### config.mk
export PLATFORM = sky130hd
export DESIGN_NAME = cap_fpu
export DESIGN_NICKNAME = d
export VERILOG_FILES = /design/src/cap_pkg.sv /design/src/cap_fpu.sv
export SDC_FILE = /design/constraint.sdc
export NUM_CORES = 2
export LEC_CHECK = 0
export BUFFER_PORTS_ARGS = -buffer_cell sky130_fd_sc_hd__buf_2
export CAP_MARGIN = 40
export CELL_PAD_IN_SITES_DETAIL_PLACEMENT = 2
export CELL_PAD_IN_SITES_GLOBAL_PLACEMENT = 2
export CORE_UTILIZATION = 40
export CTS_BUF_LIST = sky130_fd_sc_hd__clkbuf_4
export DETAILED_ROUTE_END_ITERATION = 12
export GPL_ROUTABILITY_DRIVEN = 0
export HOLD_SLACK_MARGIN = 0.02
export PLACE_DENSITY_LB_ADDON = 0.1
export SLEW_MARGIN = 40
export SYNTH_ARGS = -nofsm -noshare
export SYNTH_HDL_FRONTEND = slang
export SYNTH_SLANG_ARGS = --single-unit
### constraint.sdc
create_clock -name clk_i -period 15.1 [get_ports clk_i]
set_input_delay 3.02 -clock clk_i [delete_from_list [all_inputs] [get_ports clk_i]]
set_output_delay 3.02 -clock clk_i [all_outputs]
set_load 0.02 [all_outputs]
### src/cap_pkg.sv
`timescale 1ns / 1ps
`default_nettype none

package cap_pkg;

  localparam int unsigned DISCARD_STEPS = 64;
  localparam int unsigned STEP_W        = $clog2(DISCARD_STEPS + 1);
  localparam int unsigned NUM_UOPS      = 12;
  localparam int unsigned UOP_W         = $clog2(NUM_UOPS);
  localparam int unsigned MIX_ROUNDS    = 4;
  localparam int unsigned RND_W         = $clog2(MIX_ROUNDS);
  localparam int unsigned ROT_A         = 7;
  localparam int unsigned ROT_B         = 13;

  localparam logic [63:0] DEF_NAN  = 64'hFFF8_0000_0000_0000;
  localparam logic [63:0] QNAN_BIT = 64'h0008_0000_0000_0000;

  typedef enum logic [1:0] {CFG_STEP, CFG_A, CFG_B, CFG_C} cfg_idx_e;
  typedef enum logic [1:0] {FOP_ADD, FOP_SUB, FOP_MUL, FOP_CVT} fpu_op_e;
  typedef enum logic [2:0] {
    SRC_X, SRC_Y, SRC_Z, SRC_T, SRC_H, SRC_A, SRC_B, SRC_C
  } src_e;
  typedef enum logic [1:0] {DST_X, DST_Y, DST_Z, DST_T} dst_e;

  typedef struct packed {
    fpu_op_e op;
    logic    neg_a;
    src_e    a;
    src_e    b;
    dst_e    dst;
  } uop_t;

  typedef struct packed {
    logic        start;
    fpu_op_e     op;
    logic [63:0] a;
    logic [63:0] b;
  } fpu_req_t;

  typedef struct packed {
    logic        done;
    logic [63:0] res;
  } fpu_rsp_t;

  function automatic uop_t mk_uop(fpu_op_e op, logic neg_a, src_e a, src_e b, dst_e dst);
    uop_t u;
    u.op    = op;
    u.neg_a = neg_a;
    u.a     = a;
    u.b     = b;
    u.dst   = dst;
    return u;
  endfunction

  // one Euler step: x, then y with new x, then z with new x
  function automatic uop_t uop_at(logic [UOP_W-1:0] idx);
    uop_t u;
    case (idx)
      4'd0:    u = mk_uop(FOP_SUB, 1'b1, SRC_Y, SRC_Z, DST_T);
      4'd1:    u = mk_uop(FOP_MUL, 1'b0, SRC_H, SRC_T, DST_T);
      4'd2:    u = mk_uop(FOP_ADD, 1'b0, SRC_X, SRC_T, DST_X);
      4'd3:    u = mk_uop(FOP_MUL, 1'b0, SRC_A, SRC_Y, DST_T);
      4'd4:    u = mk_uop(FOP_ADD, 1'b0, SRC_X, SRC_T, DST_T);
      4'd5:    u = mk_uop(FOP_MUL, 1'b0, SRC_H, SRC_T, DST_T);
      4'd6:    u = mk_uop(FOP_ADD, 1'b0, SRC_Y, SRC_T, DST_Y);
      4'd7:    u = mk_uop(FOP_SUB, 1'b0, SRC_X, SRC_C, DST_T);
      4'd8:    u = mk_uop(FOP_MUL, 1'b0, SRC_Z, SRC_T, DST_T);
      4'd9:    u = mk_uop(FOP_ADD, 1'b0, SRC_B, SRC_T, DST_T);
      4'd10:   u = mk_uop(FOP_MUL, 1'b0, SRC_H, SRC_T, DST_T);
      4'd11:   u = mk_uop(FOP_ADD, 1'b0, SRC_Z, SRC_T, DST_Z);
      default: u = mk_uop(FOP_SUB, 1'b1, SRC_Y, SRC_Z, DST_T);
    endcase
    return u;
  endfunction

endpackage

`default_nettype wire

### src/cap_fpu.sv
`timescale 1ns / 1ps
`default_nettype none

module cap_fpu (
  input  wire               clk_i,
  input  wire               rst_ni,
  input  cap_pkg::fpu_req_t req_i,
  output cap_pkg::fpu_rsp_t rsp_o
);

  typedef enum logic [3:0] {
    F_IDLE, F_PRENORM, F_MUL, F_MULF, F_ALIGN, F_ADDS, F_NORM, F_DENORM, F_ROUND
  } fstate_e;

  fstate_e            state_q;
  logic               sgn_q, sb_q, sub_q, st_q, done_q;
  logic signed [13:0] exp_q, eb_q;
  logic [52:0]        ma_q, mb_q;
  logic [63:0]        rm_q, sm_q, res_q;
  logic [105:0]       acc_q;
  logic [1:0]         cnt_q;

  logic [10:0] ea_f, eb_f;
  logic [51:0] fa, fb;
  logic        sa, sb, sb_eff, a_nan, b_nan, a_inf, b_inf, a_zero, b_zero;
  logic        spec;
  logic [63:0] spec_res;

  always_comb begin
    ea_f   = req_i.a[62:52];
    eb_f   = req_i.b[62:52];
    fa     = req_i.a[51:0];
    fb     = req_i.b[51:0];
    sa     = req_i.a[63];
    sb     = req_i.b[63];
    sb_eff = sb ^ (req_i.op == cap_pkg::FOP_SUB);
    a_nan  = (ea_f == 11'h7FF) && (fa != 52'd0);
    b_nan  = (eb_f == 11'h7FF) && (fb != 52'd0);
    a_inf  = (ea_f == 11'h7FF) && (fa == 52'd0);
    b_inf  = (eb_f == 11'h7FF) && (fb == 52'd0);
    a_zero = (ea_f == 11'd0) && (fa == 52'd0);
    b_zero = (eb_f == 11'd0) && (fb == 52'd0);
    spec     = 1'b1;
    spec_res = 64'd0;
    unique case (req_i.op)
      cap_pkg::FOP_CVT: begin
        spec = (req_i.a == 64'd0);
      end
      cap_pkg::FOP_MUL: begin
        if (a_nan) spec_res = req_i.a | cap_pkg::QNAN_BIT;
        else if (b_nan) spec_res = req_i.b | cap_pkg::QNAN_BIT;
        else if ((a_inf && b_zero) || (a_zero && b_inf)) spec_res = cap_pkg::DEF_NAN;
        else if (a_inf || b_inf) spec_res = {sa ^ sb, 11'h7FF, 52'd0};
        else if (a_zero || b_zero) spec_res = {sa ^ sb, 63'd0};
        else spec = 1'b0;
      end
      default: begin
        if (a_nan) spec_res = req_i.a | cap_pkg::QNAN_BIT;
        else if (b_nan) spec_res = req_i.b | cap_pkg::QNAN_BIT;
        else if (a_inf) spec_res = (b_inf && (sa != sb_eff)) ? cap_pkg::DEF_NAN : req_i.a;
        else if (b_inf) spec_res = {sb_eff, req_i.b[62:0]};
        else if (a_zero && b_zero) spec_res = {sa & sb_eff, 63'd0};
        else if (a_zero) spec_res = {sb_eff, req_i.b[62:0]};
        else if (b_zero) spec_res = req_i.a;
        else spec = 1'b0;
      end
    endcase
  end

  // alignment
  logic        a_ge, big_s;
  logic [52:0] big_m, sml_m;
  logic [10:0] big_e, sml_e, ediff;
  logic [63:0] sml_ext, sh, lost_mask, sm_d;
  logic        lost;

  always_comb begin
    a_ge    = {exp_q[10:0], ma_q} >= {eb_q[10:0], mb_q};
    big_m   = a_ge ? ma_q : mb_q;
    sml_m   = a_ge ? mb_q : ma_q;
    big_e   = a_ge ? exp_q[10:0] : eb_q[10:0];
    sml_e   = a_ge ? eb_q[10:0] : exp_q[10:0];
    big_s   = a_ge ? sgn_q : sb_q;
    ediff   = big_e - sml_e;
    sml_ext = {1'b0, sml_m, 10'd0};
    lost_mask = ~({64{1'b1}} << ediff[5:0]);
    if (ediff >= 11'd64) begin
      sh   = 64'd0;
      lost = |sml_m;
    end else begin
      sh   = sml_ext >> ediff[5:0];
      lost = |(sml_ext & lost_mask);
    end
    sm_d = {sh[63:1], sh[0] | lost};
  end

  // partial products
  logic [26:0]  px, py;
  logic [53:0]  prod;
  logic [105:0] pp;

  always_comb begin
    px = (cnt_q[1]) ? ma_q[52:26] : {1'b0, ma_q[25:0]};
    py = (cnt_q[0]) ? mb_q[52:26] : {1'b0, mb_q[25:0]};
    prod = px * py;
    case (cnt_q)
      2'd0:    pp = {52'd0, prod};
      2'd3:    pp = {prod, 52'd0};
      default: pp = {26'd0, prod, 26'd0};
    endcase
  end

  logic [63:0] sum;
  assign sum = sub_q ? (rm_q - sm_q) : (rm_q + sm_q);

  // rounding
  logic [52:0]        mant;
  logic [53:0]        mant_r;
  logic               rinc;
  logic signed [13:0] ef;
  logic [63:0]        rnd_res;

  always_comb begin
    mant   = rm_q[63:11];
    rinc   = rm_q[10] & ((|rm_q[9:0]) | st_q | mant[0]);
    mant_r = {1'b0, mant} + {53'd0, rinc};
    if (mant_r[53]) ef = exp_q + 14'sd1;
    else if (mant_r[52]) ef = exp_q;
    else ef = 14'sd0;
    if (ef >= 14'sd2047) rnd_res = {sgn_q, 11'h7FF, 52'd0};
    else rnd_res = {sgn_q, ef[10:0], mant_r[53] ? 52'd0 : mant_r[51:0]};
  end

  always_ff @(posedge clk_i or negedge rst_ni) begin
    if (!rst_ni) begin
      state_q <= F_IDLE;
      done_q  <= 1'b0;
      sgn_q   <= 1'b0;
      sb_q    <= 1'b0;
      sub_q   <= 1'b0;
      st_q    <= 1'b0;
      exp_q   <= 14'sd0;
      eb_q    <= 14'sd0;
      ma_q    <= 53'd0;
      mb_q    <= 53'd0;
      rm_q    <= 64'd0;
      sm_q    <= 64'd0;
      res_q   <= 64'd0;
      acc_q   <= 106'd0;
      cnt_q   <= 2'd0;
    end else begin
      done_q <= 1'b0;
      unique case (state_q)
        F_IDLE: begin
          if (req_i.start) begin
            if (spec) begin
              res_q  <= spec_res;
              done_q <= 1'b1;
            end else begin
              ma_q  <= {ea_f != 11'd0, fa};
              mb_q  <= {eb_f != 11'd0, fb};
              exp_q <= {3'd0, (ea_f == 11'd0) ? 11'd1 : ea_f};
              eb_q  <= {3'd0, (eb_f == 11'd0) ? 11'd1 : eb_f};
              sb_q  <= sb_eff;
              st_q  <= 1'b0;
              unique case (req_i.op)
                cap_pkg::FOP_CVT: begin
                  rm_q    <= req_i.a;
                  exp_q   <= 14'sd1022;
                  sgn_q   <= 1'b0;
                  state_q <= F_NORM;
                end
                cap_pkg::FOP_MUL: begin
                  sgn_q   <= sa ^ sb;
                  state_q <= F_PRENORM;
                end
                default: begin
                  sgn_q   <= sa;
                  state_q <= F_ALIGN;
                end
              endcase
            end
          end
        end
        F_PRENORM: begin
          if (!ma_q[52]) begin
            ma_q  <= {ma_q[51:0], 1'b0};
            exp_q <= exp_q - 14'sd1;
          end else if (!mb_q[52]) begin
            mb_q <= {mb_q[51:0], 1'b0};
            eb_q <= eb_q - 14'sd1;
          end else begin
            acc_q   <= 106'd0;
            cnt_q   <= 2'd0;
            state_q <= F_MUL;
          end
        end
        F_MUL: begin
          acc_q <= acc_q + pp;
          cnt_q <= cnt_q + 2'd1;
          if (cnt_q == 2'd3) state_q <= F_MULF;
        end
        F_MULF: begin
          rm_q    <= acc_q[105:42];
          st_q    <= |acc_q[41:0];
          exp_q   <= exp_q + eb_q - 14'sd1022;
          state_q <= F_NORM;
        end
        F_ALIGN: begin
          rm_q    <= {1'b0, big_m, 10'd0};
          sm_q    <= sm_d;
          exp_q   <= {3'd0, big_e} + 14'sd1;
          sgn_q   <= big_s;
          sub_q   <= sgn_q ^ sb_q;
          state_q <= F_ADDS;
        end
        F_ADDS: begin
          if (sum == 64'd0) begin
            res_q   <= 64'd0;
            done_q  <= 1'b1;
            state_q <= F_IDLE;
          end else begin
            rm_q    <= sum;
            state_q <= F_NORM;
          end
        end
        F_NORM: begin
          if (rm_q[63] || exp_q <= 14'sd1) begin
            state_q <= (exp_q < 14'sd1) ? F_DENORM : F_ROUND;
          end else if (exp_q > 14'sd16 && rm_q[63:48] == 16'd0) begin
            rm_q  <= {rm_q[47:0], 16'd0};
            exp_q <= exp_q - 14'sd16;
          end else begin
            rm_q  <= {rm_q[62:0], 1'b0};
            exp_q <= exp_q - 14'sd1;
          end
        end
        F_DENORM: begin
          if (exp_q >= 14'sd1) begin
            state_q <= F_ROUND;
          end else if (exp_q <= -14'sd63) begin
            st_q  <= st_q | (|rm_q);
            rm_q  <= 64'd0;
            exp_q <= 14'sd1;
          end else if (exp_q <= -14'sd15) begin
            st_q  <= st_q | (|rm_q[15:0]);
            rm_q  <= {16'd0, rm_q[63:16]};
            exp_q <= exp_q + 14'sd16;
          end else begin
            st_q  <= st_q | rm_q[0];
            rm_q  <= {1'b0, rm_q[63:1]};
            exp_q <= exp_q + 14'sd1;
          end
        end
        F_ROUND: begin
          res_q   <= rnd_res;
          done_q  <= 1'b1;
          state_q <= F_IDLE;
        end
        default: state_q <= F_IDLE;
      endcase
    end
  end

  assign rsp_o.done = done_q;
  assign rsp_o.res  = res_q;

  a_done_from_end: assert property (@(posedge clk_i) disable iff (!rst_ni)
    done_q |-> ($past(state_q) == F_ROUND || $past(state_q) == F_ADDS
                || $past(state_q) == F_IDLE))
    else $error("fpu done from unexpected state");
  a_mul_count: assert property (@(posedge clk_i) disable iff (!rst_ni)
    (state_q == F_MULF) |-> ($past(state_q) == F_MUL && cnt_q == 2'd0))
    else $error("partial product count broken");
  a_round_exp: assert property (@(posedge clk_i) disable iff (!rst_ni)
    (state_q == F_ROUND) |-> exp_q >= 14'sd1)
    else $error("rounding entered with exponent below one");

endmodule

`default_nettype wire

Word level (Yosys, flattened, before mapping)

Cells that the tools add are included.

Flip-flop bits (word level): 443

Add/sub/neg operators: 14
$mul: 1
$lt $le $gt $ge: 9
Equal/unequal tests: 31
Shift-type cells: 2
Multiplexer cells: 113
Bitwise logic cells: 14
Reductions and logical operators: 53

Operators by type and width:

| kind                  | count |
|---|---|
| $mux 64               | 25 |
| $mux 53               | 9 |
| $pmux 106 s2          | 2 |
| $pmux 64 s6           | 1 |
| $mux 106              | 2 |
| $pmux 53 s2           | 2 |
| $mux 14               | 14 |
| $pmux 64 s3           | 1 |
| $mux 63               | 3 |
| $logic_not 64->1      | 2 |
| $pmux 64 s2           | 1 |
| $reduce_or 64->1      | 2 |
| $add 106x106->106     | 1 |
| $logic_not 52->1      | 2 |
| $reduce_bool 52->1    | 2 |
| $pmux 14 s6           | 1 |
| $add 64x64->64        | 1 |
| $and 63x64->64        | 1 |
| $ge 64x64->1          | 1 |
| $not 64->64           | 1 |
| $shl 64x6->64 const A | 1 |
| $shr 63x6->64         | 1 |
| $sub 64x64->64        | 1 |
| $mux 11               | 5 |
| 64 further kinds      | 155 |

Longest topological paths before layout

Depth in word-level cells: 13
Gate-level depth with buffers: 50
Mapped depth without buffers: 46

Least setup slack after synthesis

Ideal clock, no wire load.

Kind: reg2reg
Start point: reg cnt_q[0]
End point: reg acc_q[94]
Setup time: 0.133 ns
Data arrival time: 10.996 ns
Data required time: 14.967 ns
Setup slack: 3.971 ns
Cell stages (with the launch flop): 46
Path buffers: 5
Period minus slack after synthesis: 11.129 ns
Cell sequence: dfrtp_1 -> clkbuf_1 -> clkbuf_1 -> buf_1 -> nand2_1 -> o21ai_1 -> clkbuf_1 -> nand2_1 -> fa_1 -> inv_1 -> fa_1 -> inv_1 -> fa_1 -> inv_1 -> fa_1 -> fa_1 -> fa_1 -> inv_1 -> [... 10 more ...] -> a211o_1 -> a31oi_1 -> o21bai_1 -> a21o_1 -> xnor2_1 -> o22ai_1 -> ha_1 -> and3_1 -> clkbuf_1 -> inv_1 -> or4_1 -> or3_1 -> o21bai_1 -> a211oi_1 -> or2_2 -> o21ai_0 -> xnor2_1 -> o21ai_0

Longest elaborated chain between the ends: 5
Elaborated cells between the ends (all ways): 7
Those cells by class: add/sub (1); mul (1); eq/ne (1); mux (3); reduce/logical (1)

RTL lines:

| item                   | line           | RTL |
|---|---|---|
| from (decl)            | cap_fpu.sv:21  | `logic [1:0] cnt_q;` |
| from (signal assigned) | cap_fpu.sv:200 | `cnt_q <= cnt_q + 2'd1;` |
| $mux 27                | cap_fpu.sv:104 | `py = (cnt_q[0]) ? mb_q[52:26] : {1'b0, mb_q[25:0]};` |
| $mul 27x27->54         | cap_fpu.sv:105 | `prod = px * py;` |
| $pmux 106 s2 (*)       | cap_fpu.sv:106 | `case (cnt_q)` |
| $add 106x106->106 (*)  | cap_fpu.sv:199 | `acc_q <= acc_q + pp;` |
| $pmux 106 s2 (*)       | cap_fpu.sv:153 | `unique case (state_q)` |
| to (signal assigned)   | cap_fpu.sv:199 |  |
| to (decl)              | cap_fpu.sv:20  | `logic [105:0] acc_q;` |

Every way passes the cells marked *; elsewhere a longest branch is shown, timed or not.
A chain may end at the register's enable or synchronous reset.

Worst setup path in the final report

Start point: reg cnt_q[0]
End point: reg acc_q[98]

Same word-level chain as after synthesis.

==> results.py <==
metrics = {
    "floorplan": {
        "die_w_um": 426,
        "start_util_pct": 40.3,
        "io_pins": 198,
        "rows": 155,
        "core_um2": 179000,
        "dieArea_um2": 182000,
        "die_h_um": 426,
    },
    "cells_and_area": {
        "fillers": 20500,
        "multi_input_area_um2": 55500,
        "drive_above_1_share_pct": 9.96,
        "regArea_um2": 11100,
        "area_growth_syn_to_layout_pct": 8.30,
        "final_nets": 10400,
        "stdcell_count": 11700,
    },
    "placement": {
        "placed_cells": 11400,
        "port_buffers": 197,
        "hpwl_mm": 329,
        "dpl_worst_slack_ps": 1580,
    },
    "logic_synthesis": {
        "synth.top_cell.area_share_pct": 17.4,
        "ys_ff_latch": 442,
        "avgSynthCellArea_um2": 7.77,
        "synth_nets": 10500,
        "ys_async_sr_fraction_pct": 100,
        "yosysTopAreaCell": "fa_1",
        "netlist_area_um2": 71900,
        "syn_inst": 9258,
        "synth_cell_types": 98,
        "synth.area.top_cells": "fa_1, dfrtp_1, ha_1, nand2_1, inv_1",
        "ys.flop_type": "dfrtp_1",
        "ys_seq_area_share_pct": 15.4,
        "ys_warn_count": 0,
        "synth_edf_count": 0,
    },
    "routing": {
        "first_pass_iters": 6,
        "wl_met2_mm": 185,
        "wl_mm": 427,
        "route.met3.wl_mm": 41.5,
        "drc": 0,
        "drtIter0Drc": 9066,
        "top_layer": "met5",
        "m1WireLength_mm": 154,
        "wl_per_cell_um": 36.6,
        "ant_nets": 0,
        "avgViaCountPerCell": 6.77,
        "vias": 79100,
    },
    "clock_tree": {
        "clk_latency_ps": 1270,
        "post_cts_buffers": 0,
        "clk_pin_slew_ps": 90,
        "clkSinkCount": 442,
        "cts_resized": 0,
        "cts_max_path_buffers": 3,
        "cts_hold_buf": 0,
        "h-tree-depth": 4,
        "cts_tree": "built",
        "numCtsBuffers": 154,
        "root_buffer": "clkbuf_4",
    },
    "worst_setup_path": {
        "cp-startpoint": "cnt_q[0]$_DFFE_PN0P_",
        "cp-start-kind": "flop",
        "cp.arrival_ps": 15060,
        "path_class": "flop to flop",
        "worstPathRequired_ps": 16210,
        "path_max_fanout": 35,
        "max_stage_delay_ps": 920,
        "cp_slowest_cell": "dfrtp_2",
        "reg2reg_slack_ps": 1150,
        "cp-end-kind": "flop",
        "reg2reg_from": "cnt_q[0]$_DFFE_PN0P_",
        "cp_common_cell": "fa_1",
    },
    "grt": {
        "grt_antenna_before_repair": 42,
        "grt_max_degree": 200,
        "grt_usage_pct": 46.4,
        "first_global_vias": 83300,
        "grt_first_pass_wirelength_mm": 608,
        "grt_remaining_overflow": 0,
    },
    "worst_hold_path": {
        "hp-start": "res_q[60]$_DFFE_PN0P_",
        "hold_path.class": "flop to flop",
    },
    "flow_run": {
        "cap_violations": 0,
    },
    "sta": {
        "worstMarginPinSlew_ps": 1030,
        "fmax_ghz": 0.0717,
        "grt_setup_unrepaired": "no",
        "finalMaxSlewViolations": 0,
        "setup_ws_ps": 1150,
        "relSlewSlack_pct": 29.6,
        "skew_ps": 141,
        "min_period_ps": 13950,
        "setup_viol": 0,
        "hold_violations": 0,
        "finalCritPeriodShare_pct": 92.4,
        "setup_tns_ps": 0,
    },
    "outcome": {
        "status": "completed",
    },
}
==> state kept, by name (all words and copies together) (netlist names), 2 cells and up <==
| signal | cells |
|---|---|
| state_q | 4 |
| ma_q | 53 |
| sm_q | 63 |
| rm_q | 64 |
| eb_q | 14 |
| mb_q | 53 |
| acc_q | 106 |
| cnt_q | 2 |
| exp_q | 14 |
| res_q | 64 |
==> metal layers <==
metal / global-route usage (%) / vias up
met4: 40.9 / 24
met2: 70.2 / 4567
met1: 53.6 / 40700
met3: 13.2 / 1688
met5: 0 / -
li1: - / 32100
==> layout by cell type, fill, tap and decap left out, types with 217 or more instances in the layout <==
master / n
clkbuf_4: 222
nand2_1: 1216
xnor2_1: 217
nor2_1: 676
inv_1: 918
ha_1: 467
fa_1: 627
dfrtp_1: 437
a22oi_1: 233
a21oi_1: 683
o21ai_0: 527
==> critical path: cells and delay by family (launching register included) <==
kind	cells	cell delay, ps
AOI/OAI and AO/OA	21	5600
adders and majority gates	9	4610
buffers and inverters	7	1410
DFF	1	920
and+or+nand+nor	7	1200
==> synth_stat cells, types with 63 or more instances <==
| cell type | instances |
|---|---|
| nor4_1 | 103 |
| o22ai_1 | 87 |
| o21ai_0 | 559 |
| nand2_1 | 1225 |
| xor2_1 | 127 |
| clkbuf_1 | 571 |
| fa_1 | 627 |
| nand4_1 | 106 |
| nand3_1 | 197 |
| xnor2_1 | 226 |
| a22oi_1 | 233 |
| inv_1 | 919 |
| mux2i_1 | 203 |
| and2_1 | 96 |
| a22o_1 | 71 |
| a211oi_1 | 122 |
| nor3_1 | 165 |
| a21o_1 | 176 |
| o211ai_1 | 63 |
| dfrtp_1 | 442 |
| o221ai_1 | 87 |
| ha_1 | 468 |
| a21oi_1 | 687 |
| nor2_1 | 684 |
| and3_1 | 87 |
==> logic make-up (layout without fill, tap and decap cells) <==
| logic type | Yosys count | count (layout) | share of synthesized area (%) |
|---|---|---|---|
| simple gates | 2941 | 2941 | 18.6 |
| compound gates | 2539 | 2539 | 22.6 |
| buf+inv | 1588 | 1625 | 8.37 |
| fa+ha+maj | 1095 | 1095 | 25.6 |
| flops | 442 | 442 | 15.4 |
| xor+xnor | 354 | 354 | 4.32 |
| mux | 299 | 299 | 5.08 |
| other cells | 0 | 33 | 0 |
==> layout make-up <==
class	count	share of cell area (%)
Antenna cell	33	0.106
Inverter	923	4.45
Sequential cell	442	14.2
Timing Repair Buffer	437	3.82
Multi-Input combinational cell	7228	71.2
Clock buffer	222	2.14
Tap cell	2355	3.78
Clock inverter	43	0.287
==> final timing paths <==
| path | end | cells past startpoint |
|---|---|---|
| max in group asynchronous | ma_q[13]$_DFFE_PN0P_ | 4 |
| worst min-delay path | res_q[60]$_DFFE_PN0P_ | 1 |
| worst max-delay path | acc_q[98]$_DFFE_PN0P_ | 44 |
| worst min register to register | res_q[60]$_DFFE_PN0P_ | 1 |
| min in group asynchronous | exp_q[11]$_DFFE_PN0P_ | 1 |
| worst max register to register | acc_q[98]$_DFFE_PN0P_ | 44 |
==> metrics by stage <==
step           hold slack, ps  area, µm²  util [%]
3_3_place_gp              470      75400      42.2
2_1_floorplan             471      71900         -
6_report                  494      77900      43.6
4_1_cts                   492      77600      43.4
5_1_grt                   511      77900      43.6
3_5_place_dp              478      75700      42.4
Power is left out: the tool's default activity adds up to more than one toggle a clock period on the data nets, which glitch-free logic cannot reach.
